## src/hdl/piav_pkg.sv

```systemverilog
// ----------------------------------------------------------------------------
// PIA/VIA I/O page package
// Shared codes, register offsets, constants and the item and result types.
// ----------------------------------------------------------------------------
package piav_pkg;

    // Request type codes.
    localparam logic [1:0] REQ_READ  = 2'd0;
    localparam logic [1:0] REQ_WRITE = 2'd1;
    localparam logic [1:0] REQ_TICK  = 2'd2;

    // Configuration register indexes.
    localparam logic CFG_TIMER_RELOAD = 1'b0;
    localparam logic CFG_FRAME_PERIOD = 1'b1;

    localparam int CFG_DATA_W     = 16;
    localparam int FRAME_CNT_W    = 10;
    localparam int TIMER_W        = 16;

    localparam logic [FRAME_CNT_W-1:0] FRAME_PERIOD_RESET = 10'd50;

    // Register offsets within the page.
    localparam logic [7:0] OFF_PIA1_PA   = 8'h10;
    localparam logic [7:0] OFF_PIA1_CRA  = 8'h11;
    localparam logic [7:0] OFF_PIA1_PB   = 8'h12;
    localparam logic [7:0] OFF_PIA1_CRB  = 8'h13;
    localparam logic [7:0] OFF_PIA2_PA   = 8'h20;
    localparam logic [7:0] OFF_PIA2_CRA  = 8'h21;
    localparam logic [7:0] OFF_PIA2_PB   = 8'h22;
    localparam logic [7:0] OFF_PIA2_CRB  = 8'h23;
    localparam logic [7:0] OFF_VIA_ORB   = 8'h40;
    localparam logic [7:0] OFF_VIA_ORA   = 8'h41;
    localparam logic [7:0] OFF_VIA_DDRB  = 8'h42;
    localparam logic [7:0] OFF_VIA_DDRA  = 8'h43;
    localparam logic [7:0] OFF_VIA_T1CH  = 8'h45;
    localparam logic [7:0] OFF_VIA_PCR   = 8'h4C;
    localparam logic [7:0] OFF_VIA_IFR   = 8'h4D;
    localparam logic [7:0] OFF_VIA_IER   = 8'h4E;

    // Fixed read values and bit masks.
    localparam logic [7:0] RD_PIA1_PA     = 8'h8F;
    localparam logic [7:0] RD_PIA1_CRA    = 8'h00;
    localparam logic [7:0] RD_PIA1_PB     = 8'h0F;
    localparam logic [7:0] RD_UNHANDLED   = 8'hCD;
    localparam logic [7:0] IFR_PORTB_MASK = 8'h18;
    localparam logic [7:0] IFR_PORTA_MASK = 8'h03;
    localparam logic [7:0] IFR_T1_MASK    = 8'h40;
    localparam logic [7:0] PB_FRAME_MASK  = 8'h20;
    localparam int         IER_T1_BIT     = 6;
    localparam int         IER_SET_BIT    = 7;
    localparam int         CR_DATA_SEL    = 2;

    typedef struct packed {
        logic [1:0] req_type;
        logic [7:0] reg_offset;
        logic [7:0] write_value;
        logic       cpu_irq_masked;
    } piav_item_t;

    typedef struct packed {
        logic [7:0] read_value;
        logic       irq_pulse;
        logic       screen_refresh;
        logic       unhandled_access;
    } piav_result_t;

endpackage

```

## src/hdl/piav_io_regs.sv

```systemverilog
// ----------------------------------------------------------------------------
// PIA/VIA register file and request logic
// Holds the PIA, VIA, timer and frame counter state and works out the result
// of one request; state is committed when step_en is high.
// ----------------------------------------------------------------------------
module piav_io_regs
(
    input  logic                            clk,
    input  logic                            rst_n,
    input  logic                            step_en,
    input  piav_pkg::piav_item_t            item,
    output piav_pkg::piav_result_t          result,
    input  logic                            cfg_write_en,
    input  logic                            cfg_index,
    input  logic [piav_pkg::CFG_DATA_W-1:0] cfg_data
);

    logic [7:0] pia_port_reg [4];
    logic [7:0] pia_port_next [4];
    logic [7:0] pia_ddr_reg [4];
    logic [7:0] pia_ddr_next [4];
    logic [7:0] pia_ctrl_reg [4];
    logic [7:0] pia_ctrl_next [4];
    logic [7:0] via_port_a_reg, via_port_a_next;
    logic [7:0] via_port_b_reg, via_port_b_next;
    logic [7:0] via_ddr_a_reg, via_ddr_a_next;
    logic [7:0] via_ddr_b_reg, via_ddr_b_next;
    logic [7:0] via_pcr_reg, via_pcr_next;
    logic [7:0] via_ifr_reg, via_ifr_next;
    logic [6:0] via_ier_reg, via_ier_next;
    logic [piav_pkg::TIMER_W-1:0]     timer_count_reg, timer_count_next;
    logic                             timer_running_reg, timer_running_next;
    logic [piav_pkg::FRAME_CNT_W-1:0] frame_count_reg, frame_count_next;
    logic [piav_pkg::TIMER_W-1:0]     timer_reload_reg;
    logic [piav_pkg::FRAME_CNT_W-1:0] frame_period_reg;
    logic [1:0]                       pia_side;
    logic                             pia_port_wr;

    always_comb
    begin
        pia_port_next   = pia_port_reg;
        pia_ddr_next    = pia_ddr_reg;
        pia_ctrl_next   = pia_ctrl_reg;
        via_port_a_next = via_port_a_reg;
        via_port_b_next = via_port_b_reg;
        via_ddr_a_next  = via_ddr_a_reg;
        via_ddr_b_next  = via_ddr_b_reg;
        via_pcr_next    = via_pcr_reg;
        via_ifr_next    = via_ifr_reg;
        via_ier_next    = via_ier_reg;
        timer_count_next   = timer_count_reg;
        timer_running_next = timer_running_reg;
        frame_count_next   = frame_count_reg;
        result      = '0;
        pia_side    = 2'd0;
        pia_port_wr = 1'b0;

        unique case (item.req_type)
            piav_pkg::REQ_READ:
            begin
                case (item.reg_offset)
                    piav_pkg::OFF_PIA1_PA:  result.read_value = piav_pkg::RD_PIA1_PA;
                    piav_pkg::OFF_PIA1_CRA: result.read_value = piav_pkg::RD_PIA1_CRA;
                    piav_pkg::OFF_PIA1_PB:  result.read_value = piav_pkg::RD_PIA1_PB;
                    piav_pkg::OFF_PIA2_PA:  result.read_value = pia_port_reg[2];
                    piav_pkg::OFF_PIA2_PB:  result.read_value = pia_port_reg[3];
                    piav_pkg::OFF_VIA_ORB:
                    begin
                        result.read_value = via_port_b_reg;
                        via_ifr_next = via_ifr_reg & ~piav_pkg::IFR_PORTB_MASK;
                    end
                    default:
                    begin
                        result.read_value       = piav_pkg::RD_UNHANDLED;
                        result.unhandled_access = 1'b1;
                    end
                endcase
            end
            piav_pkg::REQ_WRITE:
            begin
                case (item.reg_offset)
                    piav_pkg::OFF_PIA1_PA:
                    begin
                        pia_side = 2'd0;
                        pia_port_wr = 1'b1;
                    end
                    piav_pkg::OFF_PIA1_PB:
                    begin
                        pia_side = 2'd1;
                        pia_port_wr = 1'b1;
                    end
                    piav_pkg::OFF_PIA2_PA:
                    begin
                        pia_side = 2'd2;
                        pia_port_wr = 1'b1;
                    end
                    piav_pkg::OFF_PIA2_PB:
                    begin
                        pia_side = 2'd3;
                        pia_port_wr = 1'b1;
                    end
                    piav_pkg::OFF_PIA1_CRA: pia_ctrl_next[0] = item.write_value;
                    piav_pkg::OFF_PIA1_CRB: pia_ctrl_next[1] = item.write_value;
                    piav_pkg::OFF_PIA2_CRA: pia_ctrl_next[2] = item.write_value;
                    piav_pkg::OFF_PIA2_CRB: pia_ctrl_next[3] = item.write_value;
                    piav_pkg::OFF_VIA_ORB:
                    begin
                        via_port_b_next = item.write_value & via_ddr_b_reg;
                        via_ifr_next    = via_ifr_reg & ~piav_pkg::IFR_PORTB_MASK;
                    end
                    piav_pkg::OFF_VIA_ORA:
                    begin
                        via_port_a_next = item.write_value & via_ddr_a_reg;
                        via_ifr_next    = via_ifr_reg & ~piav_pkg::IFR_PORTA_MASK;
                    end
                    piav_pkg::OFF_VIA_DDRB: via_ddr_b_next = item.write_value;
                    piav_pkg::OFF_VIA_DDRA: via_ddr_a_next = item.write_value;
                    piav_pkg::OFF_VIA_T1CH:
                    begin
                        timer_count_next   = timer_reload_reg;
                        timer_running_next = 1'b1;
                        via_ifr_next       = via_ifr_reg & ~piav_pkg::IFR_T1_MASK;
                    end
                    piav_pkg::OFF_VIA_PCR: via_pcr_next = item.write_value;
                    piav_pkg::OFF_VIA_IFR: via_ifr_next = via_ifr_reg & ~item.write_value;
                    piav_pkg::OFF_VIA_IER:
                    begin
                        if (item.write_value[piav_pkg::IER_SET_BIT])
                        begin
                            via_ier_next = via_ier_reg | item.write_value[6:0];
                        end
                        else
                        begin
                            via_ier_next = via_ier_reg & ~item.write_value[6:0];
                        end
                    end
                    default: result.unhandled_access = 1'b1;
                endcase

                // Bit 2 of the side's control register picks data over direction.
                if (pia_port_wr)
                begin
                    if (pia_ctrl_reg[pia_side][piav_pkg::CR_DATA_SEL])
                    begin
                        pia_port_next[pia_side] = item.write_value;
                    end
                    else
                    begin
                        pia_ddr_next[pia_side] = item.write_value;
                    end
                end
            end
            piav_pkg::REQ_TICK:
            begin
                if (frame_count_reg == frame_period_reg)
                begin
                    frame_count_next      = '0;
                    via_port_b_next       = via_port_b_reg | piav_pkg::PB_FRAME_MASK;
                    result.screen_refresh = ~item.cpu_irq_masked;
                    result.irq_pulse      = 1'b1;
                end
                else
                begin
                    frame_count_next = frame_count_reg + 1'b1;
                    via_port_b_next  = via_port_b_reg & ~piav_pkg::PB_FRAME_MASK;
                end

                if (timer_running_reg)
                begin
                    if (timer_count_reg == '0)
                    begin
                        timer_count_next   = '0;
                        timer_running_next = 1'b0;
                        via_ifr_next       = via_ifr_reg | piav_pkg::IFR_T1_MASK;
                        if (via_ier_reg[piav_pkg::IER_T1_BIT])
                        begin
                            result.irq_pulse = 1'b1;
                        end
                    end
                    else
                    begin
                        timer_count_next = timer_count_reg - 1'b1;
                    end
                end
            end
            default:
            begin
            end
        endcase
    end

    always_ff @(posedge clk or negedge rst_n)
    begin
        if (!rst_n)
        begin
            for (int i = 0; i < 4; i++)
            begin
                pia_port_reg[i] <= '0;
                pia_ddr_reg[i]  <= '0;
                pia_ctrl_reg[i] <= '0;
            end
            via_port_a_reg    <= '0;
            via_port_b_reg    <= '0;
            via_ddr_a_reg     <= '0;
            via_ddr_b_reg     <= '0;
            via_pcr_reg       <= '0;
            via_ifr_reg       <= '0;
            via_ier_reg       <= '0;
            timer_count_reg   <= '0;
            timer_running_reg <= 1'b0;
            frame_count_reg   <= '0;
        end
        else if (step_en)
        begin
            pia_port_reg      <= pia_port_next;
            pia_ddr_reg       <= pia_ddr_next;
            pia_ctrl_reg      <= pia_ctrl_next;
            via_port_a_reg    <= via_port_a_next;
            via_port_b_reg    <= via_port_b_next;
            via_ddr_a_reg     <= via_ddr_a_next;
            via_ddr_b_reg     <= via_ddr_b_next;
            via_pcr_reg       <= via_pcr_next;
            via_ifr_reg       <= via_ifr_next;
            via_ier_reg       <= via_ier_next;
            timer_count_reg   <= timer_count_next;
            timer_running_reg <= timer_running_next;
            frame_count_reg   <= frame_count_next;
        end
    end

    always_ff @(posedge clk or negedge rst_n)
    begin
        if (!rst_n)
        begin
            timer_reload_reg <= '0;
            frame_period_reg <= piav_pkg::FRAME_PERIOD_RESET;
        end
        else if (cfg_write_en)
        begin
            unique case (cfg_index)
                piav_pkg::CFG_TIMER_RELOAD: timer_reload_reg <= cfg_data;
                piav_pkg::CFG_FRAME_PERIOD:
                    frame_period_reg <= cfg_data[piav_pkg::FRAME_CNT_W-1:0];
                default:
                begin
                end
            endcase
        end
    end

endmodule

```

## src/hdl/pia_via_io_block.sv

```systemverilog
// ----------------------------------------------------------------------------
// PIA/VIA I/O page
// Two PIAs, one VIA with timer 1 and a periodic frame tick behind one
// request channel and one result channel.
// ----------------------------------------------------------------------------
// Every request beat (read, write or tick) yields exactly one result beat.
// The block takes one request per clock cycle unless the output stalls:
// a request is captured in the input register, and then the register
// file works out its result and commits its state changes as the result
// moves into the output register. Since state is committed at
// that single point, the next request in the input register always sees the
// effect of the one before it. When the output side stalls, the result
// register holds, the input register holds behind it, and in_ready drops
// only once both are full. Configuration writes go straight to the timer
// reload and frame period registers and are meant to be made while no
// request is in flight.
module pia_via_io_block
(
    input  logic                            clk,
    input  logic                            rst_n,
    // Request channel.
    input  logic                            in_valid,
    output logic                            in_ready,
    input  logic [1:0]                      req_type,
    input  logic [7:0]                      reg_offset,
    input  logic [7:0]                      write_value,
    input  logic                            cpu_irq_masked,
    // Result channel.
    output logic                            out_valid,
    input  logic                            out_ready,
    output logic [7:0]                      read_value,
    output logic                            irq_pulse,
    output logic                            screen_refresh,
    output logic                            unhandled_access,
    // Configuration write port.
    input  logic                            cfg_write_en,
    input  logic                            cfg_index,
    input  logic [piav_pkg::CFG_DATA_W-1:0] cfg_data
);

    logic                   in_valid_reg;
    piav_pkg::piav_item_t   item_reg;
    logic                   out_valid_reg;
    piav_pkg::piav_result_t result_reg;
    piav_pkg::piav_result_t result_next;
    logic                   advance;
    logic                   step_en;

    // The result register can take a new beat when empty or being drained.
    assign advance  = !out_valid_reg || out_ready;
    assign step_en  = in_valid_reg && advance;
    assign in_ready = !in_valid_reg || advance;

    always_ff @(posedge clk or negedge rst_n)
    begin
        if (!rst_n)
        begin
            in_valid_reg <= 1'b0;
        end
        else if (in_ready)
        begin
            in_valid_reg <= in_valid;
        end
    end

    // Payload needs no reset; it is qualified by in_valid_reg.
    always_ff @(posedge clk)
    begin
        if (in_ready && in_valid)
        begin
            item_reg.req_type       <= req_type;
            item_reg.reg_offset     <= reg_offset;
            item_reg.write_value    <= write_value;
            item_reg.cpu_irq_masked <= cpu_irq_masked;
        end
    end

    piav_io_regs u_regs
    (
        .clk          (clk),
        .rst_n        (rst_n),
        .step_en      (step_en),
        .item         (item_reg),
        .result       (result_next),
        .cfg_write_en (cfg_write_en),
        .cfg_index    (cfg_index),
        .cfg_data     (cfg_data)
    );

    always_ff @(posedge clk or negedge rst_n)
    begin
        if (!rst_n)
        begin
            out_valid_reg <= 1'b0;
        end
        else if (advance)
        begin
            out_valid_reg <= in_valid_reg;
        end
    end

    always_ff @(posedge clk)
    begin
        if (step_en)
        begin
            result_reg <= result_next;
        end
    end

    assign out_valid        = out_valid_reg;
    assign read_value       = result_reg.read_value;
    assign irq_pulse        = result_reg.irq_pulse;
    assign screen_refresh   = result_reg.screen_refresh;
    assign unhandled_access = result_reg.unhandled_access;

`ifndef SYNTHESIS
    // A screen refresh only comes with the frame interrupt.
    assert property (@(posedge clk) disable iff (!rst_n)
        out_valid && screen_refresh |-> irq_pulse)
        else $error("screen refresh without interrupt");

    // Tick outputs and the unhandled flag never appear on the same beat.
    assert property (@(posedge clk) disable iff (!rst_n)
        out_valid && unhandled_access |-> !irq_pulse && !screen_refresh)
        else $error("unhandled access on a tick result");

    // Backpressure reaches the input only when both registers are full.
    assert property (@(posedge clk) disable iff (!rst_n)
        !in_ready |-> in_valid_reg && out_valid_reg && !out_ready)
        else $error("input stalled without a full pipeline");

    // A committed request always shows up as a result beat next cycle.
    assert property (@(posedge clk) disable iff (!rst_n)
        step_en |=> out_valid)
        else $error("committed request lost");
`endif

endmodule
```

## config.mk

```make
export PLATFORM = sky130hd
export DESIGN_NAME = pia_via_io_block
export DESIGN_NICKNAME = d
export VERILOG_FILES = /design/src/hdl/piav_pkg.sv /design/src/hdl/piav_io_regs.sv /design/src/hdl/pia_via_io_block.sv
export SDC_FILE = /design/constraint.sdc
export NUM_CORES = 1
export LEC_CHECK = 0
export BUFFER_PORTS_ARGS = -buffer_cell sky130_fd_sc_hd__buf_2
export CAP_MARGIN = 25
export CORE_ASPECT_RATIO = 0.8
export CORE_MARGIN = 2
export CORE_UTILIZATION = 35
export DETAILED_ROUTE_END_ITERATION = 6
export HOLD_SLACK_MARGIN = 0.12
export MAX_ROUTING_LAYER = met4
export PLACE_DENSITY = 0.51
export SLEW_MARGIN = 20
export SYNTH_ARGS = -nofsm -noshare
export SYNTH_HDL_FRONTEND = slang
export SYNTH_SLANG_ARGS = --single-unit
```

## constraint.sdc

```tcl
create_clock -name clk -period 2.24 [get_ports clk]
set_clock_uncertainty 0.2 [all_clocks]
set_input_delay 0.224 -clock clk [delete_from_list [all_inputs] [get_ports clk]]
set_output_delay 0.224 -clock clk [all_outputs]
set_load 0.03 [all_outputs]
```

# Yosys cells after proc, flatten, opt, wreduce, memory -nomap -nowiden
# Cells that the tools add are included.
# W data, S select, Z words.
# word_totals
register_bits,172
output_inout_bits,13
# classes
add_sub_neg,2
magnitude_cmp,2
eq_ne,22
mux,31
bitwise,8
n_reduce_logical,28
# ops
cell,n
$eq A8 B7 Y1 const B,8
$mux W16,3
$pmux W8 S6,1
$bwmux W32,1
$eq A8 B5 Y1 const B,4
$eq A8 B6 Y1 const B,4
$pmux W16 S2,1
$reduce_and A3 Y1,8
$bmux W8 S2,1
$demux W8 S2,1
$logic_not A16 Y1,1
$mux W8,2
$pmux W8 S2,1
$reduce_or A16 Y1,1
$sub A16 B1 Y16 const B,1
$reduce_and A4 Y1,3
$add A10 B1 Y10 const B,1
$eq A10 B10 Y1,1
$mux W1,10
$mux W10,1
$and A8 B8 Y8,1
$reduce_and A2 Y1,4
$and A7 B7 Y7,1
$mux W7,1
other kinds (22),32

# Longest topological paths before layout
# logic_depth
depth_word,9
ltp_mapped,8
ltp_nobuf,7

# By module
# A second synthesis with hierarchy kept.
# unflattened
hier_cells,493
area_unflattened_um2,5695.5
# modules_own_cells
module,n_inst,cells_each,area_per_inst_um2
piav_io_regs,1,455,4690.7
pia_via_io_block,1,38,1004.7

# Worst setup path before layout
# No wires, ideal clock.
# synth_path
path_type,register to register
start,register u_regs.timer_count_reg[0] (netlist bit)
end,register u_regs.timer_count_reg[11] (netlist bit)
t_arrival_ns,2.000
slack_ns,-0.092
path_stages_with_launch,9
n_path_buf,1
path_cell_list,dfrtp_1 -> inv_1 -> ha_1 -> or4b_4 -> o41ai_4 -> buf_6 -> a21oi_1 -> o21ai_1 -> o21ai_1
# synth_between
elab_chain_len,4
elab_cells_between_ends,5
classes_between,add/sub (1); mux (3); reduce/logical (1)
# synth_lines
element,line_no,rtl
start: declaration,piav_io_regs.sv:31,"logic [piav_pkg::TIMER_W-1:0] timer_count_reg, timer_count_next;"
start signal: assignment,piav_io_regs.sv:225,timer_count_reg <= timer_count_next;
$sub A16 B1 Y16 / $logic_not A16 Y1 (equally long branches),"piav_io_regs.sv:182, piav_io_regs.sv:170",
$mux W16 *,piav_io_regs.sv:170,if (timer_count_reg == '0)
$mux W16 *,piav_io_regs.sv:168,if (timer_running_reg)
$pmux W16 S2 *,piav_io_regs.sv:58,unique case (item.req_type)
# Mark *: on every way between the ends. The rest lies on a longest branch, timed or not. The select of a mux whose other input is x is not followed.
# A chain may end at the register's enable or synchronous reset.

# Worst setup path in the final report
# layout_path
start,register u_regs.timer_count_reg[5] (netlist bit)
end,register u_regs.timer_count_reg[12] (netlist bit)
# The elaborated chain is that of the path after synthesis.

==> summary.txt <==
Hold Crit Depth - 5
P_sw - 1.91 mW
final setup violation count - 21
PortBufs - 53
initial antenna violation count - 0
origin of the critical flop-to-flop path - u_regs.timer_count_reg[5]
initial drt markers - 320
Wirelength per Cell - 16.4 µm
Chip Height - 119 µm
max FFs per register - 19
maximum vdd drop - 0.000466 V
DR pass1 iterations - 4
die width - 148 µm
synthesized cell area - 5820 µm²
clk slew on worst S/H paths - 60 ps
Synth Area in Compound Gates - 0.131
path type of the worst setup path - reg2reg
maximum clock insertion buffer count - 2
largest net degree at the start of global routing - 58
syn_nets - 550
final wirelength - 14800 µm
Reg2Reg Depth - 5
Final Max Slew Viols - 0
Final Util - 0.489
Rows - 42
XOR/XNOR Fraction of Synth Area - 0.0226
DRC - 0
synthesis warning total - 0
Comb pwr share - 0.214
Post-Place Setup Slack - -103 ps
syn_area_per_cell - 11.6 µm²
Vias/cell - 5.00
Critical Path RT - 2340 ps
CTS Buf Count - 17
Cells after Synth - 503
leak pwr - 3.38 nW
share of cells above drive strength 1 - 0.373
CTS tree - yes
die area - 17700 µm²
unrepaired setup endpoints after global routing - true
Starting Density - 0.355
Setup WS post-layout - -68.8 ps
largest family of logic cells by synthesized area - simple AND/OR/NAND/NOR gates
Worst Setup Start Kind - register
post-route ant nets - 0
Final Hold Vio Count - 0
# IOs - 54
actual slew at the worst max-slew pin - 578 ps
fin crit share - 1.03
ys flop type - dfrtp_1
outcome - finished, violations left
synthesis-stage register bit count - 122
Int Pwr - 4.93 mW
core area - 16400 µm²
WP data arrival - 2400 ps
Clk pwr share - 0.376
Inserted Diodes - 0
Net count, final - 715
Crit. Startpoint - u_regs.timer_count_reg[5]
hpwl dp - 10100 µm
crit-path max FO - 6
Synth cell types - 63
final worst path period need - 2310 ps
vias in the first global route - 4731
worst hold path class - in2reg
Vias - 4505
H-tree levels - 4
multiplexer area fraction after synthesis - 0.104
post-synthesis sequential area ratio - 0.551
hold slack - 157 ps
Synth Area in Simple Gates - 0.153
fmax - 0.433 GHz
worst rel slew slack - 0.614
gpl congestion - 0.869
clock sinks - 122
max_cap viols - 0
crit end category - register
clock root buffer - clkbuf_16
total grt overflow - 0
Area growth syn-to-layout - 37.7%
first-pass GRT wire length - 24400 µm
All-Layer GR Usage - 0.181
Post-synth EDFFs - 30
TNS Setup - -776 ps
Reg power frac - 0.410
post-synthesis adder-cell area fraction - 0.0129
PwrDens - 853 nW/µm²
Post-synth ARST share - 0.754
worst skew pair latency - 410 ps
failing checks - negative setup slack
hold path startpoint - cfg_index
Switching Fraction - 0.279
Power, Total - 6.83 mW
[power by group through the flow]
| stage | sequential, mW | clock (mW) | combinational, mW |
|---|---|---|---|
| after detailed placement | 2.83 | 0 | 1.23 |
| final | 2.80 | 2.57 | 1.47 |
| after CTS | 2.80 | 2.63 | 1.36 |
| after floorplan | 2.83 | 0 | 0.712 |
| after global placement | 2.83 | 0 | 1.21 |
| after global routing | 2.84 | 2.73 | 1.60 |
[layout by cell type (no fill, tap or decap), drive strengths merged, types with 3 or more instances in the layout]
master	synthesis	layout
a21oi	20	20
a22oi	13	13
a31o	3	3
a31oi	5	5
a32oi	6	6
and2	6	6
and3	3	3
buf	9	124
clkbuf	10	22
clkinv	0	8
dfrtp	89	89
dfstp	3	3
dlygate4sd3	0	41
edfxtp	30	30
ha	6	6
inv	12	12
mux2	54	54
nand2	44	44
nand2b	4	4
nand3	12	12
nand4	6	6
nor2	29	29
nor2b	7	7
nor3	20	20
nor4	8	8
nor4b	4	4
o21a	4	4
o21ai	50	50
o31ai	3	3
or3	5	5
or4	3	3
or4b	4	4
xnor2	10	10
xor2	5	5
[stage by stage]
stage	instance area, µm²	std cells
floorplan	5820	503
global placement	6690	808
detailed placement	6690	808
CTS	7790	889
global route	8020	901
finish	8020	901
[Yosys cell counts (2+ instances only)]
| cell | number | share of area |
|---|---|---|
| a211oi_1 | 2 | 0.0026 |
| a21o_1 | 2 | 0.0026 |
| a21oi_1 | 20 | 0.017 |
| a22oi_1 | 13 | 0.017 |
| a31o_2 | 3 | 0.0045 |
| a31oi_1 | 5 | 0.0054 |
| a32oi_1 | 6 | 0.0090 |
| and2_1 | 5 | 0.0054 |
| and3_1 | 3 | 0.0032 |
| buf_1 | 3 | 0.0019 |
| buf_2 | 2 | 0.0017 |
| buf_6 | 4 | 0.0077 |
| clkbuf_1 | 10 | 0.0065 |
| dfrtp_1 | 89 | 0.38 |
| dfstp_2 | 3 | 0.014 |
| edfxtp_1 | 30 | 0.15 |
| ha_1 | 6 | 0.013 |
| inv_1 | 12 | 0.0077 |
| mux2_2 | 53 | 0.10 |
| nand2_1 | 42 | 0.027 |
| nand2_2 | 2 | 0.0021 |
| nand2b_1 | 4 | 0.0043 |
| nand3_1 | 12 | 0.010 |
| nand4_1 | 6 | 0.0065 |
| nor2_1 | 28 | 0.018 |
| nor2b_1 | 7 | 0.0075 |
| nor3_1 | 18 | 0.015 |
| nor4_1 | 5 | 0.0054 |
| nor4_2 | 2 | 0.0043 |
| nor4b_1 | 3 | 0.0045 |
| o21a_1 | 4 | 0.0052 |
| o21ai_0 | 28 | 0.024 |
| o21ai_1 | 21 | 0.018 |
| o31ai_4 | 2 | 0.0073 |
| or3_1 | 4 | 0.0043 |
| or4_4 | 3 | 0.0058 |
| or4b_2 | 2 | 0.0034 |
| xnor2_1 | 10 | 0.015 |
| xor2_1 | 5 | 0.0075 |
[path summary, 6_finish.rpt]
kind	endpoint	slack, ps
worst min-delay path	u_regs.timer_reload_reg[12]	160
worst max-delay path	u_regs.timer_count_reg[12]	-70
worst min register to register	u_regs.via_port_b_reg[3]	290
worst max register to register	u_regs.timer_count_reg[12]	-70
max in group asynchronous	u_regs.frame_count_reg[3]	300
min in group asynchronous	u_regs.frame_period_reg[4]	660
[per-layer routing]
layer	vias to the layer above	GRT usage	part of all wire
met2	78	0.267	0.45
met1	2228	0.249	0.50
met4	0	0.0565	0.0057
met5	-	-	0
li1	2193	-	-
met3	6	0.0425	0.040
[final cells by class]
class	count	area, µm²
fill	1509	8380
sequential	122	3210
multi-input combinational	350	2640
timing repair buffer	165	1290
clock buffer	22	454
tap	220	275
clock inverter	10	100
inverter	12	45.0
[kinds of logic (layout without fill, tap and decap cells)]
kind of cell | count (synthesis) | in the layout
simple gates | 159 | 159
flops | 122 | 122
compound gates | 116 | 116
mux | 54 | 54
buf+inv | 31 | 209
xor+xnor | 15 | 15
fa+ha+maj | 6 | 6
[worst max-delay path, stage by stage, from the launching register on]
cell and delay, ps:
dfrtp_1 400, or4_4 600, nor4_4 470, nand2_2 140
a21o_1 200, a22o_1 170
[repair_timing]
action / CTS / global route
gates resized for setup: 18 / 33
cloned: 0 / 0
setup buffers: 8 / 12
hold buffers: 41 / 0
hold endpoints to repair: 139 / 0
pin swaps: 8 / 26
endpoints found under the setup margin: 48 / 67
(Power assumes the default switching activity.)
